### src/rtl/i2cee_pkg.sv
// Shared types and constants for the I2C EEPROM byte master.
`timescale 1ns / 1ps
`default_nettype none

package i2cee_pkg;

  // Configuration register indexes
  localparam logic CFG_DEVICE_ADDRESS = 1'b0;
  localparam logic CFG_HALF_PERIOD    = 1'b1;

  localparam logic [6:0] DEVICE_ADDRESS_RESET = 7'd80;
  localparam logic [7:0] HALF_PERIOD_RESET    = 8'd5;

  // Read/write bit appended to the device address
  localparam logic RW_WRITE = 1'b0;
  localparam logic RW_READ  = 1'b1;

  // Operation selector
  localparam logic FUNC_WRITE = 1'b0;
  localparam logic FUNC_READ  = 1'b1;

  localparam int BITS_PER_BYTE = 8;

  // Input item, last field in the lowest bits
  typedef struct packed {
    logic [4:0] pad;
    logic       sda_in;
    logic [7:0] write_data;
    logic [7:0] word_address;
    logic       func;
    logic       start_request;
  } in_item_t;

  // Result item, last field in the lowest bits
  typedef struct packed {
    logic [2:0] pad;
    logic [7:0] read_data;
    logic       status;
    logic       done_res;
    logic       busy_res;
    logic       sda_pull_low;
    logic       scl_level;
  } out_item_t;

endpackage

`default_nettype wire

### src/rtl/i2c_eeprom_byte_master.sv
// I2C EEPROM byte master: byte write and random byte read, one tick per transaction.
//
// Usage: every input transaction on in_* is one bus tick. It carries a start
// request, the operation (write or random read), the word address, the write
// data and the sampled SDA level. Every accepted tick yields exactly one result
// on out_*: SCL level, SDA pull-low, busy, a one-tick done strobe, status
// (1 = no acknowledge) and the byte read.
// The configuration port sets the 7-bit device address (index 0) and the
// number of ticks per SCL half period and START/STOP interval (index 1, 0
// acts as 1); write it only while no transfer runs.
// The result of a tick is registered and appears on out_* in the cycle after in_*
// accepts it. Throughput: one tick per cycle while out_tready allows; the sequencer
// state and the output register both update in the cycle of acceptance.
// Reset: the sequencer goes idle, the device address returns to 80 and the
// half period to 5; in_tready is low while rst_n is low.
// Stall: when out_tready is low a pending result holds in the output register
// and in_tready drops; nothing is lost or repeated.
`timescale 1ns / 1ps
`default_nettype none

module i2c_eeprom_byte_master
  import i2cee_pkg::*;
(
  input  wire logic        clk,
  input  wire logic        rst_n,
  // start_request, func, word_address, write_data, sda_in listed from bit 0 up:
  // start_request, func, word_address[9:2], write_data[17:10], sda_in[18], zeros
  input  wire logic        in_tvalid,
  output logic             in_tready,
  input  wire logic [23:0] in_tdata,
  // scl_level, sda_pull_low, busy_res, done_res, status, read_data[12:5], zeros
  output logic             out_tvalid,
  input  wire logic        out_tready,
  output logic [15:0]      out_tdata,
  input  wire logic        cfg_we,
  input  wire logic        cfg_index,
  input  wire logic [7:0]  cfg_data
);

  typedef enum logic [4:0] {
    PH_IDLE, PH_START_SETUP, PH_START_HOLD, PH_TX_LOW, PH_TX_HIGH,
    PH_ACK_LOW, PH_ACK_HIGH, PH_RS_LOW, PH_RS_SETUP, PH_RS_HOLD,
    PH_RX_LOW, PH_RX_HIGH, PH_NACK_LOW, PH_NACK_HIGH, PH_STOP_LOW,
    PH_STOP_SETUP, PH_STOP_HOLD, PH_DONE
  } phase_t;

  logic [6:0] dev_addr_r;
  logic [7:0] half_period_r;

  phase_t     phase_r, phase_nxt;
  logic [3:0] bit_cnt_r, bit_cnt_nxt;
  logic [7:0] shift_r, shift_nxt;
  logic [7:0] tick_div_r, tick_div_nxt;
  logic       lat_op_r, lat_op_nxt;
  logic [7:0] lat_addr_r, lat_addr_nxt;
  logic [7:0] lat_data_r, lat_data_nxt;
  logic       last_status_r, last_status_nxt;
  logic [1:0] byte_stage_r, byte_stage_nxt;

  logic       out_valid_r;
  out_item_t  out_item_r, out_item_nxt;

  in_item_t   in_item;
  logic       in_accept;
  logic       launch;
  logic       nack;
  logic [7:0] half_eff;
  logic [8:0] tick_inc;
  logic [3:0] bit_inc;

  assign in_item   = in_item_t'(in_tdata);
  assign in_tready = rst_n && (!out_valid_r || out_tready);
  assign in_accept = in_tvalid && in_tready;
  assign out_tvalid = out_valid_r;
  assign out_tdata  = out_item_r;

  assign half_eff = (half_period_r == 8'd0) ? 8'd1 : half_period_r;
  assign launch   = ((phase_r == PH_IDLE) || (phase_r == PH_DONE)) && in_item.start_request;
  assign nack     = in_item.sda_in;

  always_comb begin
    phase_nxt       = phase_r;
    bit_cnt_nxt     = bit_cnt_r;
    shift_nxt       = shift_r;
    tick_div_nxt    = tick_div_r;
    lat_op_nxt      = lat_op_r;
    lat_addr_nxt    = lat_addr_r;
    lat_data_nxt    = lat_data_r;
    last_status_nxt = last_status_r;
    byte_stage_nxt  = byte_stage_r;

    // Latch a new transfer first; this tick's outputs belong to it
    if (launch) begin
      lat_op_nxt      = in_item.func;
      lat_addr_nxt    = in_item.word_address;
      lat_data_nxt    = in_item.write_data;
      last_status_nxt = 1'b0;
      tick_div_nxt    = 8'd0;
      bit_cnt_nxt     = 4'd0;
      byte_stage_nxt  = 2'd0;
      shift_nxt       = {dev_addr_r, RW_WRITE};
      phase_nxt       = PH_START_SETUP;
    end

    out_item_nxt              = '0;
    out_item_nxt.scl_level    = 1'b1;
    out_item_nxt.busy_res     = 1'b1;
    unique case (phase_nxt)
      PH_IDLE, PH_DONE: begin
        out_item_nxt.busy_res  = 1'b0;
        out_item_nxt.done_res  = (phase_nxt == PH_DONE);
        out_item_nxt.status    = last_status_nxt;
        out_item_nxt.read_data = shift_nxt;
      end
      PH_START_HOLD, PH_RS_HOLD, PH_STOP_SETUP: out_item_nxt.sda_pull_low = 1'b1;
      PH_TX_LOW: begin
        out_item_nxt.scl_level    = 1'b0;
        out_item_nxt.sda_pull_low = !shift_nxt[7];
      end
      PH_TX_HIGH: out_item_nxt.sda_pull_low = !shift_nxt[7];
      PH_ACK_LOW, PH_RS_LOW, PH_RX_LOW, PH_NACK_LOW: out_item_nxt.scl_level = 1'b0;
      PH_STOP_LOW: begin
        out_item_nxt.scl_level    = 1'b0;
        out_item_nxt.sda_pull_low = 1'b1;
      end
      default: ;
    endcase

    tick_inc = {1'b0, tick_div_nxt} + 9'd1;
    bit_inc  = bit_cnt_nxt + 4'd1;

    if (phase_nxt == PH_DONE) begin
      phase_nxt = PH_IDLE;
    end else if (phase_nxt != PH_IDLE) begin
      if (tick_inc < {1'b0, half_eff}) begin
        tick_div_nxt = tick_inc[7:0];
      end else begin
        tick_div_nxt = 8'd0;
        unique case (phase_nxt)
          PH_START_SETUP: phase_nxt = PH_START_HOLD;
          PH_START_HOLD: begin
            phase_nxt   = PH_TX_LOW;
            bit_cnt_nxt = 4'd0;
          end
          PH_TX_LOW: phase_nxt = PH_TX_HIGH;
          PH_TX_HIGH: begin
            shift_nxt   = {shift_nxt[6:0], 1'b0};
            bit_cnt_nxt = bit_inc;
            phase_nxt   = (bit_inc >= 4'(BITS_PER_BYTE)) ? PH_ACK_LOW : PH_TX_LOW;
          end
          PH_ACK_LOW: phase_nxt = PH_ACK_HIGH;
          PH_ACK_HIGH: begin
            // Word address ACK is ignored on a read: go to repeated START
            if (byte_stage_nxt == 2'd1 && lat_op_nxt == FUNC_READ) begin
              phase_nxt = PH_RS_LOW;
            end else if (nack) begin
              last_status_nxt = 1'b1;
              shift_nxt       = 8'd0;
              phase_nxt       = PH_STOP_LOW;
            end else begin
              unique case (byte_stage_nxt)
                2'd0: begin
                  shift_nxt      = lat_addr_nxt;
                  byte_stage_nxt = 2'd1;
                  bit_cnt_nxt    = 4'd0;
                  phase_nxt      = PH_TX_LOW;
                end
                2'd1: begin
                  shift_nxt      = lat_data_nxt;
                  byte_stage_nxt = 2'd2;
                  bit_cnt_nxt    = 4'd0;
                  phase_nxt      = PH_TX_LOW;
                end
                2'd2: begin
                  last_status_nxt = 1'b0;
                  shift_nxt       = 8'd0;
                  phase_nxt       = PH_STOP_LOW;
                end
                2'd3: begin
                  shift_nxt   = 8'd0;
                  bit_cnt_nxt = 4'd0;
                  phase_nxt   = PH_RX_LOW;
                end
              endcase
            end
          end
          PH_RS_LOW:   phase_nxt = PH_RS_SETUP;
          PH_RS_SETUP: phase_nxt = PH_RS_HOLD;
          PH_RS_HOLD: begin
            shift_nxt      = {dev_addr_r, RW_READ};
            byte_stage_nxt = 2'd3;
            bit_cnt_nxt    = 4'd0;
            phase_nxt      = PH_TX_LOW;
          end
          PH_RX_LOW: phase_nxt = PH_RX_HIGH;
          PH_RX_HIGH: begin
            shift_nxt   = {shift_nxt[6:0], in_item.sda_in};
            bit_cnt_nxt = bit_inc;
            phase_nxt   = (bit_inc >= 4'(BITS_PER_BYTE)) ? PH_NACK_LOW : PH_RX_LOW;
          end
          PH_NACK_LOW:   phase_nxt = PH_NACK_HIGH;
          PH_NACK_HIGH:  phase_nxt = PH_STOP_LOW;
          PH_STOP_LOW:   phase_nxt = PH_STOP_SETUP;
          PH_STOP_SETUP: phase_nxt = PH_STOP_HOLD;
          PH_STOP_HOLD:  phase_nxt = PH_DONE;
          default:       phase_nxt = PH_IDLE;
        endcase
      end
    end
  end

  always_ff @(posedge clk) begin
    if (!rst_n) begin
      dev_addr_r    <= DEVICE_ADDRESS_RESET;
      half_period_r <= HALF_PERIOD_RESET;
      phase_r       <= PH_IDLE;
      bit_cnt_r     <= 4'd0;
      shift_r       <= 8'd0;
      tick_div_r    <= 8'd0;
      lat_op_r      <= 1'b0;
      lat_addr_r    <= 8'd0;
      lat_data_r    <= 8'd0;
      last_status_r <= 1'b0;
      byte_stage_r  <= 2'd0;
      out_valid_r   <= 1'b0;
    end else begin
      if (cfg_we) begin
        unique case (cfg_index)
          CFG_DEVICE_ADDRESS: dev_addr_r    <= cfg_data[6:0];
          CFG_HALF_PERIOD:    half_period_r <= cfg_data;
        endcase
      end
      if (in_accept) begin
        phase_r       <= phase_nxt;
        bit_cnt_r     <= bit_cnt_nxt;
        shift_r       <= shift_nxt;
        tick_div_r    <= tick_div_nxt;
        lat_op_r      <= lat_op_nxt;
        lat_addr_r    <= lat_addr_nxt;
        lat_data_r    <= lat_data_nxt;
        last_status_r <= last_status_nxt;
        byte_stage_r  <= byte_stage_nxt;
        out_valid_r   <= 1'b1;
      end else if (out_tready) begin
        out_valid_r   <= 1'b0;
      end
    end
  end

  always_ff @(posedge clk) begin
    if (in_accept) begin
      out_item_r <= out_item_nxt;
    end
  end

  a_bit_cnt_range: assert property (@(posedge clk) disable iff (!rst_n)
    bit_cnt_r <= 4'(BITS_PER_BYTE))
    else $error("bit counter past one byte");

  a_done_to_idle: assert property (@(posedge clk) disable iff (!rst_n)
    in_accept && phase_r == PH_DONE && !in_item.start_request |=> phase_r == PH_IDLE)
    else $error("done tick not followed by idle");

  a_launch_leaves_idle: assert property (@(posedge clk) disable iff (!rst_n)
    in_accept && launch |=> phase_r != PH_IDLE && phase_r != PH_DONE && out_item_r.busy_res)
    else $error("start request did not launch a transfer");

  a_busy_hides_result: assert property (@(posedge clk) disable iff (!rst_n)
    out_valid_r && out_item_r.busy_res |-> !out_item_r.status && out_item_r.read_data == 8'd0
      && !out_item_r.done_res)
    else $error("result fields shown while busy");

endmodule

`default_nettype wire
### config.mk
export PLATFORM = sky130hd
export DESIGN_NAME = i2c_eeprom_byte_master
export DESIGN_NICKNAME = d
export VERILOG_FILES = /design/src/rtl/i2cee_pkg.sv /design/src/rtl/i2c_eeprom_byte_master.sv
export SDC_FILE = /design/constraint.sdc
export NUM_CORES = 1
export LEC_CHECK = 0
export BUFFER_PORTS_ARGS = -buffer_cell sky130_fd_sc_hd__buf_2
export CAP_MARGIN = 20
export CORE_MARGIN = 4
export CORE_UTILIZATION = 58
export DETAILED_ROUTE_END_ITERATION = 8
export GPL_TIMING_DRIVEN = 0
export PLACE_DENSITY_LB_ADDON = 0.1
export RECOVER_POWER = 50
export SETUP_SLACK_MARGIN = 0.2
export SLEW_MARGIN = 30
export SYNTH_ARGS = -nofsm -noshare
export SYNTH_HDL_FRONTEND = slang
export SYNTH_SLANG_ARGS = --single-unit
### constraint.sdc
create_clock -name clk -period 4.6 [get_ports clk]
set_input_delay 0.69 -clock clk [delete_from_list [all_inputs] [get_ports clk]]
set_output_delay 0.69 -clock clk [all_outputs]
set_load 0.005 [all_outputs]
==> reports/results.txt <==
By area the synthesized netlist is led by sky130_fd_sc_hd__dfxtp_1 29%, sky130_fd_sc_hd__edfxtp_1 9.2%, sky130_fd_sc_hd__nand2_1 9.2%. The clock transition at the registers of the reported paths works out to 0.08 ns. 0 antenna diodes ended up in the layout. STA classifies the critical path endpoint as a register.

The post-layout total power is 1.36 mW, and the unique cell type count in the Yosys netlist is 65. The logs give 38.2% for the portion of the post-synthesis area used by sequential elements and 0 for the remaining global-route overflow. For the pin with the worst max-slew slack, the measured transition is 0.969 ns. The global routing stage identified its most utilized layer as met2. Beginning of the critical path: in_tdata[0]. Clock tree synthesis inserted a total of 9 buffers. The run gives 0 as the initial antenna violation count.

The number of hold buffers added after CTS was 0. For the clock skew, the log shows 0.0132 ns. The per-cell routed wire length was 16.8 um. The detailed-route vias per instance came out at 5.93. TritonCTS built the clock tree. Setup repair after global routing left no endpoint under its margin.

The area of the mapped netlist is 4220 um2. Summed over all instances, the cell type with the most area after synthesis is sky130_fd_sc_hd__dfxtp_1. Global routing used 35.4% of the available met1 tracks. The worst setup path is of the input pin to register kind. The tools report the capturing instance or port of the critical path as phase_r[2]$_SDFFE_PN0P_. The kind of start point of the critical path was an input pin. Setup violations remaining at the end of the flow were counted as 0. Total count of hold-check failures in the final report: 0. The logs give 34.9% for the relative max-transition margin and 1.84 nW for the leakage power. For this run, the post-layout net count is 612. The top cell types in the final layout, fill and taps aside, are 103 x sky130_fd_sc_hd__nand2_1, 60 x sky130_fd_sc_hd__dfxtp_1, 39 x sky130_fd_sc_hd__buf_2, 35 x sky130_fd_sc_hd__nor2_1, 28 x sky130_fd_sc_hd__o21ai_0.

The ratio of final minimum period to clock period was 92.2%. Traced cell by cell, the critical path runs through buf_2 > nor4b_4 > buf_4 > and2_1 > buf_6 > buf_6 > buf_6 > nor2_2 > ha_2 > nand4_1 > nor2_1 > xnor2_1 > nor2_2 > ha_1 > a21o_1 > a21o_1 > a211oi_4 > and2_4 > clkbuf_4 > nor2_1 > a22o_1. Leaving out filler cells and counting taps, the final layout contains 662. The clock reaches the later pin of the worst-skew pair after 0.35 ns. Dividing total power by cell area gives a power density of 283 nW/um2. In this design, the largest share of critical-path delay is due to simple AND/OR/NAND/NOR gates. The run gives 3,636 as the via count of the first global-routing pass.

Counting flops with an async set or reset pin after synthesis yields a share of 0%. The number of slew-limit violations in the final report is 0, and the upper clock frequency limit is 0.236 GHz. The wire-length estimate of the detail-placed layout is 8190 um. With fillers left out, the area of the finished cells amounts to 4810 um2.

The tools report the global routing met3 resource utilization as 4.26%. The start of the worst register-to-register path was phase_r[0]$_SDFFE_PN0P_. The average instance area after synthesis was 8.46 um2; the number of remaining DRC errors was 0. The tools report the data arrival time of the critical path as 4.48 ns. The number of nets still failing antenna checks after routing came out at 0. For this run, global-route usage on met2 was measured as 41.0%. Counting I/O delays and the setup requirement, the final critical path takes 4.24 ns. The maximum number of buffers from clock root to sink was 2. The floorplan die area is 8700 um2, and the top-level I/O count is 56.

In this run the vertical extent of the chip is 93.3 um. The tools report the placed instance area as 4580 um2. The standard cell with the maximum stage delay on the critical path was sky130_fd_sc_hd__a211oi_4. The number of stages on the worst setup path is 21, and the largest voltage drop on the vdd net is 0.268 mV. The detailed-routing iteration count for the pre-antenna-repair pass is 5. The number of synthesized register bits was 74; the iteration-0 DRC count of the detailed router was 477. Layout-stage area growth over the synthesis result: 13.9%. The most used flip-flop cell after synthesis is sky130_fd_sc_hd__dfxtp_1.

The post-synthesis instance total was 499; the effective utilization at floorplan was 60.8%. Across all layers, the routed design uses 3,926 vias. The root buffer cell chosen for the clock tree is sky130_fd_sc_hd__clkbuf_8. The min-delay analysis places its worst path in the category register to register.

First-pass GRT wire length: 17,800 um. The number of enable-type register cells in the synthesized netlist is 13, and the largest fanout of any net on the critical path is 10. The tool flagged a number of max-cap violations equal to 0.

The number of buffers added on ports is 46, and the maximum number of pins on one net before global-route repair is 22. Global routing used 25.8% of the available tracks. In this run the number of H-tree levels came out at 3. The overall routed net length was 11,100 um. In the final layout, the share of cells above drive strength 1 is 17.1%.

The final estimated routing congestion in global placement was 0.938. In this run, placement finished with an instance count of 643. During synthesis, Yosys emitted a total of 0 warnings. The data required time at the worst endpoint is 4.84 ns. Counting instances, the worst hold path has a depth of 2. The reg-to-reg endpoint is phase_r[2]$_SDFFE_PN0P_.

By instance count, the cell type seen most on the critical path is sky130_fd_sc_hd__buf_6. The placeable core region is 6940 um2. The library cell used most frequently in the layout, excluding fill and tap cells, is sky130_fd_sc_hd__nand2_1.

On the worst path, the slowest cell contributes a delay of 0.37 ns. The number of buffer and inverter stages on the critical path is 6. The floorplan has 30 rows. Total clock sinks: 74. The worst register-to-register path has a setup slack of 0.40 ns. Measured along the x axis, the die boundary spans 93.3 um. The synthesized design devotes to its leading area cell type 28.9% of total area.

The run finished with clean final reports. The worst register-to-register path has a depth of 18.
## cells by family (layout without fill, tap and decap cells)
| kind of cell | count (synthesis) | after routing | synth area share (%) |
|---|---|---|---|
| AO/OA/AOI/OAI | 128 | 128 | 22.9 |
| flip-flops | 74 | 74 | 38.2 |
| adder cells (fa/ha/maj) | 13 | 13 | 3.85 |
| AND/OR/NAND/NOR | 206 | 206 | 22.2 |
| XOR/XNOR | 9 | 9 | 2.05 |
| multiplexers | 22 | 22 | 5.63 |
| other | 1 | 3 | 0.0889 |
| buffers and inverters | 46 | 111 | 5.07 |
## sequential cells by signal (all words and copies together) (netlist names)
register and cells:
half_period_r 8, lat_data_r 8, lat_addr_r 8, last_status_r 1, out_tvalid 1, out_tdata 13
tick_div_r 8, dev_addr_r 7, byte_stage_r 2, bit_cnt_r 4, phase_r 5, shift_r 8
lat_op_r 1
## power breakdown
part,switching [mW],total (mW),internal (mW)
sequential,0.0149,0.700,0.685
clock,0.247,0.443,0.195
combinational,0.134,0.219,0.0845
## worst min-delay path, delay by kind of cell, from the launching register on
family,cells,cell delay [ns]
compound gates,1,0.06
flops,1,0.31
simple gates,1,0.05
## how the worst min path moves through the flow
stage	from	endpoint	slack (ns)
4_1_cts	lat_addr_r[1]$_SDFFE_PN0P_	lat_addr_r[1]$_SDFFE_PN0P_	0.46
5_1_grt	shift_r[1]$_SDFFE_PN0P_	shift_r[1]$_SDFFE_PN0P_	0.49
6_report	lat_addr_r[6]$_SDFFE_PN0P_	lat_addr_r[6]$_SDFFE_PN0P_	0.46
3_5_place_dp	lat_addr_r[6]$_SDFFE_PN0P_	lat_addr_r[6]$_SDFFE_PN0P_	0.45
3_3_place_gp	lat_data_r[0]$_SDFFE_PN0P_	lat_data_r[0]$_SDFFE_PN0P_	0.44
2_1_floorplan	lat_data_r[0]$_SDFFE_PN0P_	lat_data_r[0]$_SDFFE_PN0P_	0.43
## cells in the mapped netlist (5+ instances only)
cell                       number
sky130_fd_sc_hd__nor2b_1        5
sky130_fd_sc_hd__o221ai_2       8
sky130_fd_sc_hd__o21ai_0       28
sky130_fd_sc_hd__nand3_1       18
sky130_fd_sc_hd__nor2_1        38
sky130_fd_sc_hd__and2_1         7
sky130_fd_sc_hd__a211oi_1       8
sky130_fd_sc_hd__buf_2          6
sky130_fd_sc_hd__clkbuf_1      15
sky130_fd_sc_hd__a21oi_1       13
sky130_fd_sc_hd__o22ai_1        9
sky130_fd_sc_hd__a21boi_0      12
sky130_fd_sc_hd__a22o_1        13
sky130_fd_sc_hd__edfxtp_1      13
sky130_fd_sc_hd__a31oi_1        5
sky130_fd_sc_hd__nor3_1         6
sky130_fd_sc_hd__nand2_1      103
sky130_fd_sc_hd__dfxtp_1       61
sky130_fd_sc_hd__and3_1         5
sky130_fd_sc_hd__mux2i_1       17
sky130_fd_sc_hd__ha_1          13
sky130_fd_sc_hd__inv_1         16
## final cells by class
| cell class | instances | area, um2 |
|---|---|---|
| plain buffers | 29 | 165 |
| clock buffers | 11 | 131 |
| clock inverters | 5 | 32.5 |
| fillers | 591 | 2140 |
| inverters | 17 | 63.8 |
| multi-input cells | 381 | 2440 |
| flip-flops and latches | 74 | 1610 |
| well taps | 96 | 120 |
| repair buffers | 49 | 241 |
## through the flow
stage,util (%),setup WS (ns),setup TNS [ns],hold slack (ns)
floorplan,-,0.432,0,0.431
global placement,65.9,-0.771,-17.06,0.442
detailed placement,65.9,-0.835,-18.86,0.451
CTS,68.6,0.212,0,0.461
global route,69.2,0.191,0,0.488
finish,69.2,0.358,0,0.460
## layer usage
layer | share of wire (%) | wire (um) | vias to the layer above
li1 | - | - | 1902
met1 | 45 | 5010 | 1853
met2 | 47 | 5180 | 152
met3 | 6.4 | 711 | 19
met4 | 2.0 | 218 | 0
met5 | 0 | 0 | -
## timing repair
item	in CTS	in global routing
resized for setup	5	11
endpoints found under the setup margin	28	28
pin swaps	1	3
buffers inserted	0	3
endpoints found under the hold margin	0	0
(Power assumes the default switching activity.)
